## config.mk

```make
export PLATFORM = sky130hd
export DESIGN_NAME = per_stream_ready_list_scheduler_core
export DESIGN_NICKNAME = d
export VERILOG_FILES = /design/src/sv/psrls_pkg.sv /design/src/sv/psrls_ctrl.sv /design/src/sv/psrls_dp.sv /design/src/sv/per_stream_ready_list_scheduler_core.sv
export SDC_FILE = /design/constraint.sdc
export NUM_CORES = 2
export LEC_CHECK = 0
export ABC_AREA = 1
export CAP_MARGIN = 20
export CORE_MARGIN = 3
export CORE_UTILIZATION = 40
export DETAILED_ROUTE_END_ITERATION = 8
export DONT_BUFFER_PORTS = 1
export PLACE_DENSITY = 0.68
export SYNTH_ARGS = -nofsm -noshare
export SYNTH_HDL_FRONTEND = slang
export SYNTH_SLANG_ARGS = --single-unit
```

## constraint.sdc

```tcl
create_clock -name clk_i -period 6.45 [get_ports clk_i]
set_input_delay 0.3225 -clock clk_i [delete_from_list [all_inputs] [get_ports clk_i]]
set_output_delay 0.3225 -clock clk_i [all_outputs]
set_load 0.05 [all_outputs]
```

## src/sv/psrls_pkg.sv

```systemverilog
// psrls_pkg: shared types and codes for the per-stream ready list scheduler
// no dependencies

package psrls_pkg;

  localparam int unsigned OpBits     = 2;
  localparam int unsigned StatusBits = 3;
  localparam int unsigned StreamBits = 4;
  localparam int unsigned DropBits   = 16;

  typedef enum logic [1:0] {
    OP_ARRIVE   = 2'd0,
    OP_REQUEST  = 2'd1,
    OP_COMPLETE = 2'd2,
    OP_UNUSED   = 2'd3
  } op_e;

  typedef enum logic [2:0] {
    ST_QUEUED     = 3'd0,
    ST_DROPPED    = 3'd1,
    ST_GRANTED    = 3'd2,
    ST_NONE_READY = 3'd3,
    ST_COMPLETED  = 3'd4,
    ST_IGNORED    = 3'd5
  } status_e;

  typedef enum logic [1:0] {
    FSM_IDLE,
    FSM_READ,
    FSM_EXEC,
    FSM_OUT
  } fsm_e;

  // controller to datapath
  typedef struct packed {
    logic capture;
    logic exec;
    logic out_load;
  } dp_cmd_t;

  // datapath to controller
  typedef struct packed {
    logic dummy_busy;
  } dp_stat_t;

endpackage

```

## src/sv/psrls_ctrl.sv

```systemverilog
// psrls_ctrl: sequencing state machine for one beat at a time
// depends on psrls_pkg

module psrls_ctrl
  import psrls_pkg::*;
(
  input  logic     clk_i,
  input  logic     rst_ni,
  input  logic     in_valid_i,
  output logic     in_ready_o,
  output logic     out_valid_o,
  input  logic     out_ready_i,
  input  dp_stat_t stat_i,
  output dp_cmd_t  cmd_o
);

  fsm_e state_q, state_d;
  logic out_valid_q, out_valid_d;

  always_comb begin
    state_d = state_q;
    case (state_q)
      FSM_IDLE: if (in_valid_i) state_d = FSM_READ;
      FSM_READ: state_d = FSM_EXEC;
      FSM_EXEC: state_d = FSM_OUT;
      // wait only while the output register is still occupied
      FSM_OUT:  if (!out_valid_q || out_ready_i) state_d = FSM_IDLE;
      default:  state_d = FSM_IDLE;
    endcase
  end

  always_comb begin
    cmd_o       = '0;
    in_ready_o  = 1'b0;
    out_valid_d = out_valid_q && !out_ready_i;
    case (state_q)
      FSM_IDLE: begin
        in_ready_o    = 1'b1;
        cmd_o.capture = in_valid_i;
      end
      FSM_EXEC: cmd_o.exec = 1'b1;
      FSM_OUT: begin
        if (!out_valid_q || out_ready_i) begin
          cmd_o.out_load = 1'b1;
          out_valid_d    = 1'b1;
        end
      end
      default: ;
    endcase
    if (stat_i.dummy_busy) cmd_o.exec = cmd_o.exec;
  end

  always_ff @(posedge clk_i or negedge rst_ni) begin
    if (!rst_ni) begin
      state_q     <= FSM_IDLE;
      out_valid_q <= 1'b0;
    end else begin
      state_q     <= state_d;
      out_valid_q <= out_valid_d;
    end
  end

  assign out_valid_o = out_valid_q;

endmodule

```

## src/sv/psrls_dp.sv

```systemverilog
// psrls_dp: queues, ready list, marks, drop counters and result register
// depends on psrls_pkg

module psrls_dp
  import psrls_pkg::*;
#(
  parameter int unsigned STREAMS     = 16,
  parameter int unsigned QUEUE_DEPTH = 3,
  parameter int unsigned HANDLE_BITS = 16
) (
  input  logic                   clk_i,
  input  logic                   rst_ni,
  input  dp_cmd_t                cmd_i,
  output dp_stat_t               stat_o,
  input  logic [OpBits-1:0]      op_i,
  input  logic [StreamBits-1:0]  stream_i,
  input  logic                   frame_type_i,
  input  logic [HANDLE_BITS-1:0] frame_handle_i,
  input  logic [StreamBits-1:0]  sel_audio_i,
  output logic [StatusBits-1:0]  status_o,
  output logic [StreamBits-1:0]  out_stream_o,
  output logic                   out_type_o,
  output logic [HANDLE_BITS-1:0] out_handle_o,
  output logic                   deliver_o,
  output logic [DropBits-1:0]    drops_o
);

  localparam int unsigned SB    = (STREAMS > 1) ? $clog2(STREAMS) : 1;
  localparam int unsigned QB    = (QUEUE_DEPTH > 1) ? $clog2(QUEUE_DEPTH) : 1;
  localparam int unsigned FB    = $clog2(QUEUE_DEPTH + 1);
  localparam int unsigned CB    = $clog2(STREAMS + 1);
  localparam int unsigned Words = STREAMS * QUEUE_DEPTH;
  localparam int unsigned AB    = (Words > 1) ? $clog2(Words) : 1;
  localparam int unsigned EW    = HANDLE_BITS + 1;

  // frame memory, one read and one write port
  logic [EW-1:0] mem [Words];
  logic [EW-1:0] mem_rd_q;
  // ready list memory
  logic [SB-1:0] rl_mem [STREAMS];
  logic [SB-1:0] rl_rd_q;

  logic [QB-1:0]       head_q [STREAMS];
  logic [FB-1:0]       fill_q [STREAMS];
  logic [DropBits-1:0] drop_q [STREAMS];
  logic [STREAMS-1:0]  rdy_q, fl_q;
  logic [SB-1:0]       rhead_q;
  logic [CB-1:0]       rcount_q;

  // captured beat
  op_e                  op_q;
  logic [StreamBits-1:0] s_q;
  logic                  ty_q;
  logic [HANDLE_BITS-1:0] h_q;

  logic [StatusBits-1:0]  r_status_q;
  logic [StreamBits-1:0]  r_stream_q;
  logic                   r_type_q, r_del_q;
  logic [HANDLE_BITS-1:0] r_handle_q;
  logic [DropBits-1:0]    r_drops_q;

  logic          s_ok;
  logic [SB-1:0] si;
  assign s_ok = 32'(s_q) < STREAMS;
  assign si   = SB'(s_q);

  function automatic logic [QB-1:0] qwrap(input logic [QB:0] v);
    logic [QB:0] r;
    r = (v >= (QB+1)'(QUEUE_DEPTH)) ? v - (QB+1)'(QUEUE_DEPTH) : v;
    return r[QB-1:0];
  endfunction

  function automatic logic [AB-1:0] addr(input logic [SB-1:0] s, input logic [QB-1:0] q);
    return AB'(32'(s) * QUEUE_DEPTH + 32'(q));
  endfunction

  function automatic logic [SB-1:0] rwrap(input logic [SB:0] v);
    logic [SB:0] r;
    r = (v >= (SB+1)'(STREAMS)) ? v - (SB+1)'(STREAMS) : v;
    return r[SB-1:0];
  endfunction

  // grant stream read from list head
  logic [SB-1:0] g;
  assign g = rl_rd_q;

  // read phase, enabled by the capture command; the list is read at its head
  logic          rd_en;
  logic [AB-1:0] rd_addr;
  assign rd_en = cmd_i.capture;

  always_ff @(posedge clk_i) begin
    if (cmd_i.capture) begin
      op_q <= op_e'(op_i);
      s_q  <= stream_i;
      ty_q <= frame_type_i;
      h_q  <= frame_handle_i;
    end
  end

  // read cycle: list head, then the grant stream's head slot
  logic rd2_q;
  always_ff @(posedge clk_i) begin
    if (rd_en) rl_rd_q <= rl_mem[rhead_q];
    rd2_q <= rd_en;
  end
  assign rd_addr = addr(rl_rd_q, head_q[rl_rd_q]);
  always_ff @(posedge clk_i) begin
    if (rd2_q) mem_rd_q <= mem[rd_addr];
  end

  // exec: single state update
  logic arr_ok, arr_full, req_ok, cmp_ok;
  always_comb begin
    arr_ok   = op_q == OP_ARRIVE && s_ok && 32'(fill_q[si]) < QUEUE_DEPTH;
    arr_full = op_q == OP_ARRIVE && s_ok && !arr_ok;
    req_ok   = op_q == OP_REQUEST && rcount_q != '0;
    cmp_ok   = op_q == OP_COMPLETE && s_ok && fl_q[si];
  end

  logic          app;
  logic [SB-1:0] app_s;
  always_comb begin
    app   = 1'b0;
    app_s = si;
    if (arr_ok && !fl_q[si] && !rdy_q[si]) app = 1'b1;
    if (cmp_ok && fill_q[si] != '0 && !rdy_q[si]) app = 1'b1;
    if (32'(rcount_q) >= STREAMS) app = 1'b0;
  end

  always_ff @(posedge clk_i) begin
    if (cmd_i.exec && arr_ok)
      mem[addr(si, qwrap({1'b0, head_q[si]} + (QB+1)'(fill_q[si])))] <= {ty_q, h_q};
    if (cmd_i.exec && app)
      rl_mem[rwrap({1'b0, rhead_q} + (SB+1)'(rcount_q))] <= app_s;
  end

  logic [DropBits-1:0] drop_nx;
  assign drop_nx = (arr_full && drop_q[si] != '1) ? drop_q[si] + 1'b1 : drop_q[si];

  always_ff @(posedge clk_i or negedge rst_ni) begin
    if (!rst_ni) begin
      for (int i = 0; i < STREAMS; i++) begin
        head_q[i] <= '0;
        fill_q[i] <= '0;
        drop_q[i] <= '0;
      end
      rdy_q    <= '0;
      fl_q     <= '0;
      rhead_q  <= '0;
      rcount_q <= '0;
    end else if (cmd_i.exec) begin
      if (arr_ok)   fill_q[si] <= fill_q[si] + 1'b1;
      if (arr_full) drop_q[si] <= drop_nx;
      if (req_ok) begin
        rhead_q  <= rwrap({1'b0, rhead_q} + 1'b1);
        rdy_q[g] <= 1'b0;
        fl_q[g]  <= 1'b1;
        if (fill_q[g] != '0) begin
          head_q[g] <= qwrap({1'b0, head_q[g]} + 1'b1);
          fill_q[g] <= fill_q[g] - 1'b1;
        end
      end
      if (cmp_ok) fl_q[si] <= 1'b0;
      if (app) rdy_q[app_s] <= 1'b1;
      rcount_q <= rcount_q + CB'(app) - CB'(req_ok);
    end
  end

  // result latched at exec, moved to output register on load
  logic [StatusBits-1:0]  n_status;
  logic [StreamBits-1:0]  n_stream;
  logic                   n_type, n_del;
  logic [HANDLE_BITS-1:0] n_handle;
  logic [DropBits-1:0]    n_drops;
  always_comb begin
    n_status = ST_IGNORED;
    n_stream = s_q;
    n_type   = 1'b0;
    n_handle = '0;
    n_del    = 1'b0;
    n_drops  = s_ok ? drop_q[si] : '0;
    case (op_q)
      OP_ARRIVE: begin
        n_status = arr_ok ? ST_QUEUED : ST_DROPPED;
        n_drops  = s_ok ? drop_nx : '0;
      end
      OP_REQUEST: begin
        if (!req_ok) begin
          n_status = ST_NONE_READY;
          n_stream = '0;
          n_drops  = '0;
        end else begin
          n_status = ST_GRANTED;
          n_stream = StreamBits'(g);
          n_drops  = drop_q[g];
          if (fill_q[g] != '0) begin
            n_type   = mem_rd_q[EW-1];
            n_handle = mem_rd_q[HANDLE_BITS-1:0];
            n_del    = !n_type || (sel_audio_i == StreamBits'(g));
          end
        end
      end
      OP_COMPLETE: if (cmp_ok) n_status = ST_COMPLETED;
      default: ;
    endcase
  end

  logic [StatusBits+StreamBits+2+HANDLE_BITS+DropBits-1:0] res_q;
  always_ff @(posedge clk_i) begin
    if (cmd_i.exec) res_q <= {n_status, n_stream, n_type, n_del, n_handle, n_drops};
    if (cmd_i.out_load)
      {r_status_q, r_stream_q, r_type_q, r_del_q, r_handle_q, r_drops_q} <= res_q;
  end

  assign stat_o.dummy_busy = 1'b0;
  assign status_o     = r_status_q;
  assign out_stream_o = r_stream_q;
  assign out_type_o   = r_type_q;
  assign out_handle_o = r_handle_q;
  assign deliver_o    = r_del_q;
  assign drops_o      = r_drops_q;

endmodule

```

## src/sv/per_stream_ready_list_scheduler_core.sv

```systemverilog
// per_stream_ready_list_scheduler_core: top level, apb register, controller, datapath
// depends on psrls_pkg, psrls_ctrl, psrls_dp
// a beat passes through capture, list read, frame read and update, and output
// load in order, the load waiting while the output register is still occupied;
// a new beat is taken only once the previous one is in the output register
// reset: asynchronous active low, clears marks, fills, drop counters, list
// pointers and the register; frame and list memories are not cleared
module per_stream_ready_list_scheduler_core
  import psrls_pkg::*;
#(
  parameter int unsigned STREAMS     = 16,
  parameter int unsigned QUEUE_DEPTH = 3,
  parameter int unsigned HANDLE_BITS = 16
) (
  input  logic                   clk_i,
  input  logic                   rst_ni,
  input  logic                   in_valid_i,
  output logic                   in_ready_o,
  input  logic [OpBits-1:0]      op_i,
  input  logic [StreamBits-1:0]  stream_i,
  input  logic                   frame_type_i,
  input  logic [HANDLE_BITS-1:0] frame_handle_i,
  output logic                   out_valid_o,
  input  logic                   out_ready_i,
  output logic [StatusBits-1:0]  status_o,
  output logic [StreamBits-1:0]  out_stream_o,
  output logic                   out_type_o,
  output logic [HANDLE_BITS-1:0] out_handle_o,
  output logic                   deliver_o,
  output logic [DropBits-1:0]    drops_o,
  input  logic                   psel,
  input  logic                   penable,
  input  logic                   pwrite,
  input  logic [1:0]             paddr,
  input  logic [31:0]            pwdata,
  output logic [31:0]            prdata,
  output logic                   pready
);

  // selected audio stream register at byte address zero
  logic [StreamBits-1:0] sel_q;
  always_ff @(posedge clk_i or negedge rst_ni) begin
    if (!rst_ni) begin
      sel_q <= '0;
    end else if (psel && penable && pwrite && paddr == 2'd0) begin
      sel_q <= pwdata[StreamBits-1:0];
    end
  end
  assign pready = 1'b1;
  assign prdata = (paddr == 2'd0) ? {28'd0, sel_q} : 32'd0;

  dp_cmd_t  cmd;
  dp_stat_t stat;

  psrls_ctrl u_ctrl (
    .clk_i, .rst_ni, .in_valid_i, .in_ready_o, .out_valid_o, .out_ready_i,
    .stat_i(stat), .cmd_o(cmd)
  );

  psrls_dp #(
    .STREAMS(STREAMS), .QUEUE_DEPTH(QUEUE_DEPTH), .HANDLE_BITS(HANDLE_BITS)
  ) u_dp (
    .clk_i, .rst_ni, .cmd_i(cmd), .stat_o(stat),
    .op_i, .stream_i, .frame_type_i, .frame_handle_i,
    .sel_audio_i(sel_q),
    .status_o, .out_stream_o, .out_type_o, .out_handle_o, .deliver_o, .drops_o
  );

endmodule
```

# Word-level counts from Yosys, hierarchy flattened
# Memory sizes are Yosys's and may differ from the RTL's. A register that Yosys moved wholly into a read port is not among the register bits.
# Index checks and enable logic that the tools add are counted.
dict set report word_totals {
  register_bits 474
  mem_bits_rw 880
  output_inout_bits 76
  word_cells 233
  n_memories 2
}
# memory depth width read_ports rd_ports_with_merged_regs write_ports line
set memory_table {}
lappend memory_table {u_dp.mem 48 17 1 1 1 psrls_dp.sv:37} ;# logic [EW-1:0] mem [Words];
lappend memory_table {u_dp.rl_mem 16 4 1 1 1 psrls_dp.sv:40} ;# logic [SB-1:0] rl_mem [STREAMS];
dict set report classes {
  n_addsub 15
  mul 2
  order_cmp 14
  eq_ne 9
  n_mux 77
  n_bitwise 8
  n_reduce_logical 38
}
# cell n
set op_table {}
lappend op_table {{bitwise mux 256 bit} 1}
lappend op_table {{2-to-1 mux 16 bit} 13}
lappend op_table {{binary-select mux 16 bit (select 4 bit)} 2}
lappend op_table {{2-to-1 mux 32 bit} 4}
lappend op_table {{bitwise mux 32 bit} 3}
lappend op_table {{demux 16 bit (select 4 bit)} 1}
lappend op_table {{AND 16 bit} 2}
lappend op_table {{binary-select mux 2 bit (select 4 bit)} 4}
lappend op_table {{inverter 16 bit} 2}
lappend op_table {{bitwise OR 16 bit} 2}
lappend op_table {{case mux 16 bit (2 select lines)} 1}
lappend op_table {{2-to-1 mux 2 bit} 14}
lappend op_table {{>= comparator 5 bit, second input constant} 5}
lappend op_table {{2-to-1 mux 1 bit} 21}
lappend op_table {{2-to-1 mux 4 bit} 5}
lappend op_table {{logical AND 1 bit} 19}
lappend op_table {{adder 16 x 1 -> 16 bit, second input constant} 1}
lappend op_table {{demux 2 bit (select 4 bit)} 2}
lappend op_table {{!= test 16 bit, second input constant} 1}
lappend op_table {{adder 6 x 2 -> 6 bit} 2}
lappend op_table {{multiplier 4 x 2 -> 6 bit, second input constant} 2}
lappend op_table {{< comparator 4 x 5 -> 1 bit, second input constant} 2}
lappend op_table {{< comparator 5 x 1 -> 1 bit, second input constant} 2}
lappend op_table {{inverter 4 -> 5 bit} 2}
lappend op_table {{29 further kinds} 50}

# Logic depth before layout (Yosys ltp)
dict set report depth {
  word_depth 14
  ltp_mapped 29
  ltp_nobuf 24
}

# Hierarchy
# Synthesis repeated with hierarchy kept, for this count alone.
dict set report unflattened {
  cells_unflattened 6154
  hier_area_um2 62346.0
}
# mod n_inst cells_per_inst area_each_um2 seq_area_each_um2
set by_module_without_submodules {}
lappend by_module_without_submodules {psrls_dp 1 6065 61674.2 39262.7}
lappend by_module_without_submodules {per_stream_ready_list_scheduler_core 1 61 461.7 100.1}
lappend by_module_without_submodules {psrls_ctrl 1 28 210.2 75.1}

# Worst setup path before layout
# OpenSTA, ideal clock, no wires.
dict set report synth_path {
  path_type {register to register}
  startpoint {reg u_dp.s_q[0] (netlist: u_dp.app_s[0])}
  endpoint {mem u_dp.mem[24][0] in the netlist's numbering (enable)}
  setup_time_ns 0.391
  arrival_time_ns 5.767
  required_ns 6.059
  setup_slack_ns 0.292
  stages_incl_launch_ff 26
  n_path_buf 4
  period_less_slack_ns 6.158
  cell_sequence {edfxtp_1 > inv_2 > buf_2 > buf_2 > clkbuf_1 > clkbuf_1 > o21ai_0 > nand3_1 > nand3_1 > nand2_1 > ha_1 > inv_1 > fa_1 > inv_1 > ha_1 > nor2_1 > nand2_1 > o21ai_0 > fa_1 > ha_1 > fa_1 > a31oi_1 > inv_1 > nor2_1 > nand2_1 > nor2_1}
}
dict set report synth_between {
  elab_chain_len 9
  word_cells_on_any_way 18
  cone_classes {add/sub (3); mul (1); order compare (2); mux (9); bitwise (1); reduce/logical (2)}
}
# element line
set synth_rtl {}
lappend synth_rtl {{start: declaration} psrls_dp.sv:52} ;# logic [StreamBits-1:0] s_q;
lappend synth_rtl {{start signal: assignment} psrls_dp.sv:95} ;# s_q <= stream_i;
lappend synth_rtl {{branches (longest 9 deep; another with adder 6 x 2 -> 6 bit)} n/a}
lappend synth_rtl {{end: declaration} psrls_dp.sv:37}
# Several ways; the timed one is not identified. The select of a mux whose other input is x is not followed.

# Worst setup path after layout
dict set report layout_path {
  startpoint {reg u_dp.s_q[0] (netlist: u_dp.app_s[0])}
  endpoint {mem u_dp.mem[24][16] in the netlist's numbering (enable)}
}
# The elaborated chain is that of the path after synthesis.

==> qor.yml <==
cells_and_area:
  layout-drive-gt1-share_pct: 8.065
  finalInstanceArea_um2: 69140
  nets: 6157
  post_layout_nonfiller_instances: 8181
  area_delta_synth_final_pct: 11.36
pwr:
  sequentialPowerShare_pct: 28.8
  internal-power_w: 0.02063
  logic_pwr_share_pct: 50.9
  power.switching_fraction_pct: 47.76
  switchingPower_w: 0.01886
  p_total_w: 0.03949
  power_density_nw_per_um2: 571.2
  vdd_drop_max_v: 0.001373
  leakage_nw: 26.11
  p_clk_share_pct: 20.4
drt:
  avgViaCountPerCell: 5.770
  remaining_drc_errors: 0
  routed_wire_length_mm: 181.7
  number_of_violations_reported_at_the_end_of_detailed_routing_iteration_0: 6111
  wire_per_inst_um: 22.21
  drt_pre_antenna_iters: 8
  postRouteAntennaNets: 0
  vias: 47210
placement:
  dpl-instance-area_um2: 64220
  hpwlAfterDp_mm: 104.1
  dp_cell_count: 7890
  buffer_ports.inserted: 0
  gp_routability_congestion: 0.9175
global_routing:
  largest_net_degree_at_the_start_of_global_routing: 369
  groute.usage.overall_pct: 22.41
  antenna_found_initial: 13
  vias_in_the_first_global_route: 44890
  grt_remaining_overflow: 0
  grt.met1_usage_pct: 31.22
  first_pass_grt_wire_length_mm: 274.8
  grt_most_used_layer: "met2"
  global_route.usage.met2_pct: 33.54
  grtUsageMet3_pct: 6.071
setup_path:
  cp.depth: 23
  worst-setup-path-type: "reg -> reg"
  crit_path_end_kind: "flop"
  critical-path-top-delay-family: "adder cells"
  crit_path_max_incr_delay_ps: 600
  timing.critical_path.arrival_ps: 6440
  reg2reg_depth: 23
  reg2reg_setup_slack_ps: 480
  crit_path_max_fanout: 35
  crit_required_ps: 6920
  critical_path_cell_list: "clkinv_2 -> a21oi_1 -> o21ai_0 -> nand3_1 -> nand3_1 -> nand2_1 -> ha_1 -> inv_1 -> fa_1 -> inv_1 -> ha_1 -> nor2_1 -> nand2_1 -> o21ai_0 -> fa_1 -> ha_1 -> fa_1 -> a31oi_1 -> inv_1 -> nor2_1 -> nand2_1 -> nor2_2 -> buf_4"
  critical_path_buf_inv_count: 5
  slowest_stage: "sky130_fd_sc_hd__fa_1"
  regToRegEndpoint: "u_dp.mem[24][16]"
  reg2reg_from: "u_dp.app_s[0]"
  worst_setup_path_start_kind: "flop"
sta:
  worst_clock_skew_ps: 61.86
  min_period_ps: 5967
  rsz0062_at_grt: "no"
  drv_slew: 0
  finish_stage_setup_viols: 0
  holdWs_ps: -757.1
  final_hold_viol_count: 368
  setup_tns_ps: 0
  tightest_slew_ps: 1311
  worst_slew_margin_relative_to_its_limit_pct: 12.60
  fmaxAchievable_mhz: 167.6
  min_period_over_period_pct: 92.51
floorplanning:
  io-pin-count: 140
  floorplan.core_area_um2: 153000
  fp.dieH_um: 400.0
  initial_core_util_pct: 40.58
  die_extent_in_x_um: 400.0
  rows: 143
  full_die_area_um2: 160000
synth:
  synthesis.area_per_instance_um2: 10.16
  netlist.area_leader.share_pct: 48.66
  synth-edff-count: 1006
  post_synthesis_instance_area_um2: 62080
  most_frequently_used_cell_type_in_the_post_synthesis_netlist: "sky130_fd_sc_hd__nand2_1"
  ys_top_cells_by_count: "sky130_fd_sc_hd__nand2_1 (1,082), sky130_fd_sc_hd__edfxtp_1 (1,006), sky130_fd_sc_hd__o21ai_0 (788)"
  async_reset_ff_share_pct: 26.76
  yosysSeqAreaShare_pct: 63.52
  postSynth.topFlopCell: "sky130_fd_sc_hd__edfxtp_1"
  syn-instance-count: 6111
  synth-warning-count: 0
  ys_top_cells_by_area: "sky130_fd_sc_hd__edfxtp_1 (49%), sky130_fd_sc_hd__dfrtp_1 (15%), sky130_fd_sc_hd__nand2_1 (6.5%), sky130_fd_sc_hd__o21ai_0 (6.4%), sky130_fd_sc_hd__nor2_1 (4.3%)"
  synth.distinct_cells: 46
  netlist.top_cell.by_area: "sky130_fd_sc_hd__edfxtp_1"
  postSynthRegisterBits: 1375
hold_path:
  hold_class: "in -> async"
cts:
  clkSinkCount: 1375
  insertion_delay_ps: 800
  clk_pin_slew_ps: 70
  cts_hold_buf: 37
  cts-root-buf: "sky130_fd_sc_hd__clkbuf_16"
  tritoncts.num_buffers: 141
  cts.repair.resized: 0
  clock_path_buffers: 3
  h-tree-depth: 4
  postCtsSetupRepairBufs: 0
  cts_tree: "yes"
job:
  maxCapViolCount: 0
run_status:
  failed_checks: "negative hold slack"
  status: "finished with violations"
==> metrics by stage <==
| stage | utilization, % | setup slack, ps |
|---|---|---|
| after global routing | 45.19 | 192.3 |
| final | 45.19 | 483.1 |
| after CTS | 45.19 | 600.7 |
| after detailed placement | 41.98 | 630.7 |
| after floorplan | - | 292.2 |
| after global placement | 41.98 | 596.7 |
==> cells by family (layout without fill, tap and decap cells) <==
| kind of cell | after synthesis | after routing | share of synthesized area, % |
|---|---|---|---|
| fa+ha+maj | 53 | 53 | 1.153 |
| mux | 11 | 11 | 0.1975 |
| xor+xnor | 19 | 19 | 0.2680 |
| buf+inv | 815 | 827 | 5.466 |
| compound gates | 1433 | 1433 | 13.38 |
| other cells | 2 | 30 | 0.01210 |
| simple gates | 2403 | 2403 | 16.00 |
| flops | 1375 | 1375 | 63.52 |
==> registers in the layout (all words and copies together) (netlist names), 5 cells and up <==
name               cells
u_dp.head_q           32
u_dp.h_q              16
u_dp.mem             816
u_dp.drops_o          16
u_dp.fill_q           32
u_dp.fl_q             16
u_dp.rl_mem           64
u_dp.rdy_q            16
u_dp.mem_rd_q         17
u_dp.rcount_q          5
u_dp.drop_q          256
u_dp.out_handle_o     16
u_dp.res_q            41
==> worst max path at each step <==
stage             startpoint               end  slack [ps]
2_1_floorplan  u_dp.app_s[0]   u_dp.mem[24][0]         290
3_3_place_gp   u_dp.app_s[0]   u_dp.mem[17][5]         600
3_5_place_dp   u_dp.app_s[0]   u_dp.mem[17][5]         630
4_1_cts        u_dp.app_s[0]  u_dp.mem[17][15]         600
5_1_grt        u_dp.app_s[0]   u_dp.mem[17][0]         190
6_report       u_dp.app_s[0]  u_dp.mem[24][16]         480
==> worst register-to-register path, cell delays in order, from the launching register on <==
cell and delay (ps):
sky130_fd_sc_hd__edfxtp_1 400, sky130_fd_sc_hd__clkinv_2 380, sky130_fd_sc_hd__a21oi_1 300, sky130_fd_sc_hd__o21ai_0 110
sky130_fd_sc_hd__nand3_1 100, sky130_fd_sc_hd__nand3_1 160, sky130_fd_sc_hd__nand2_1 100, sky130_fd_sc_hd__ha_1 140
sky130_fd_sc_hd__inv_1 50, sky130_fd_sc_hd__fa_1 600, sky130_fd_sc_hd__inv_1 70, sky130_fd_sc_hd__ha_1 190
sky130_fd_sc_hd__nor2_1 90, sky130_fd_sc_hd__nand2_1 100, sky130_fd_sc_hd__o21ai_0 210, sky130_fd_sc_hd__fa_1 460
sky130_fd_sc_hd__ha_1 230, sky130_fd_sc_hd__fa_1 460, sky130_fd_sc_hd__a31oi_1 270, sky130_fd_sc_hd__inv_1 110
sky130_fd_sc_hd__nor2_1 160, sky130_fd_sc_hd__nand2_1 410, sky130_fd_sc_hd__nor2_2 220, sky130_fd_sc_hd__buf_4 300
==> cells in the final DEF, fill, tap and decap left out, types with 19 or more instances in the layout <==
| master | netlist | routed |
|---|---|---|
| sky130_fd_sc_hd__dfrtp_1 | 368 | 368 |
| sky130_fd_sc_hd__edfxtp_1 | 1006 | 1006 |
| sky130_fd_sc_hd__clkbuf_1 | 285 | 33 |
| sky130_fd_sc_hd__nand3_1 | 517 | 517 |
| sky130_fd_sc_hd__o221ai_1 | 196 | 196 |
| sky130_fd_sc_hd__nand2_2 | 20 | 20 |
| sky130_fd_sc_hd__clkbuf_16 | 0 | 143 |
| sky130_fd_sc_hd__buf_4 | 50 | 151 |
| sky130_fd_sc_hd__inv_2 | 20 | 22 |
| sky130_fd_sc_hd__inv_1 | 345 | 342 |
| sky130_fd_sc_hd__conb_1 | 2 | 29 |
| sky130_fd_sc_hd__or2_2 | 29 | 29 |
| sky130_fd_sc_hd__o22ai_1 | 65 | 65 |
| sky130_fd_sc_hd__nand2_1 | 1082 | 1082 |
| sky130_fd_sc_hd__nor3_1 | 19 | 19 |
| sky130_fd_sc_hd__a21oi_1 | 254 | 252 |
| sky130_fd_sc_hd__o21ai_0 | 788 | 788 |
| sky130_fd_sc_hd__o211ai_1 | 72 | 72 |
| sky130_fd_sc_hd__o21ai_1 | 19 | 19 |
| sky130_fd_sc_hd__clkinv_1 | 13 | 34 |
| sky130_fd_sc_hd__ha_1 | 46 | 43 |
| sky130_fd_sc_hd__dlygate4sd3_1 | 0 | 37 |
| sky130_fd_sc_hd__nor2_2 | 6 | 34 |
| sky130_fd_sc_hd__nor2_1 | 714 | 686 |
==> routing by layer <==
metal  up-vias  part of all wire [%]
met2      2786                    44
li1      21200                     -
met5         -                 0.024
met1     22770                    40
met3       445                    12
met4         6                   3.5
==> cell type report <==
cell class                      count  area [um^2]
Fill cell                       13850        83840
Sequential cell                  1375        39440
Multi-Input combinational cell   3948        19520
Clock buffer                      187         3854
Tap cell                         2030         2540
Timing Repair Buffer              196         1664
Inverter                          378         1435
Clock inverter                     66        684.4
Antenna cell                        1        2.502
==> power by group through the flow <==
stage                     clock [W]  sequential [W]  combinational (W)
after floorplan                   0          0.0115             0.0123
after CTS                   0.00814          0.0114             0.0197
after global placement            0          0.0115             0.0193
after detailed placement          0          0.0115             0.0196
after global routing        0.00850          0.0114             0.0217
final                       0.00805          0.0114             0.0201
(Power assumes the default switching activity.)
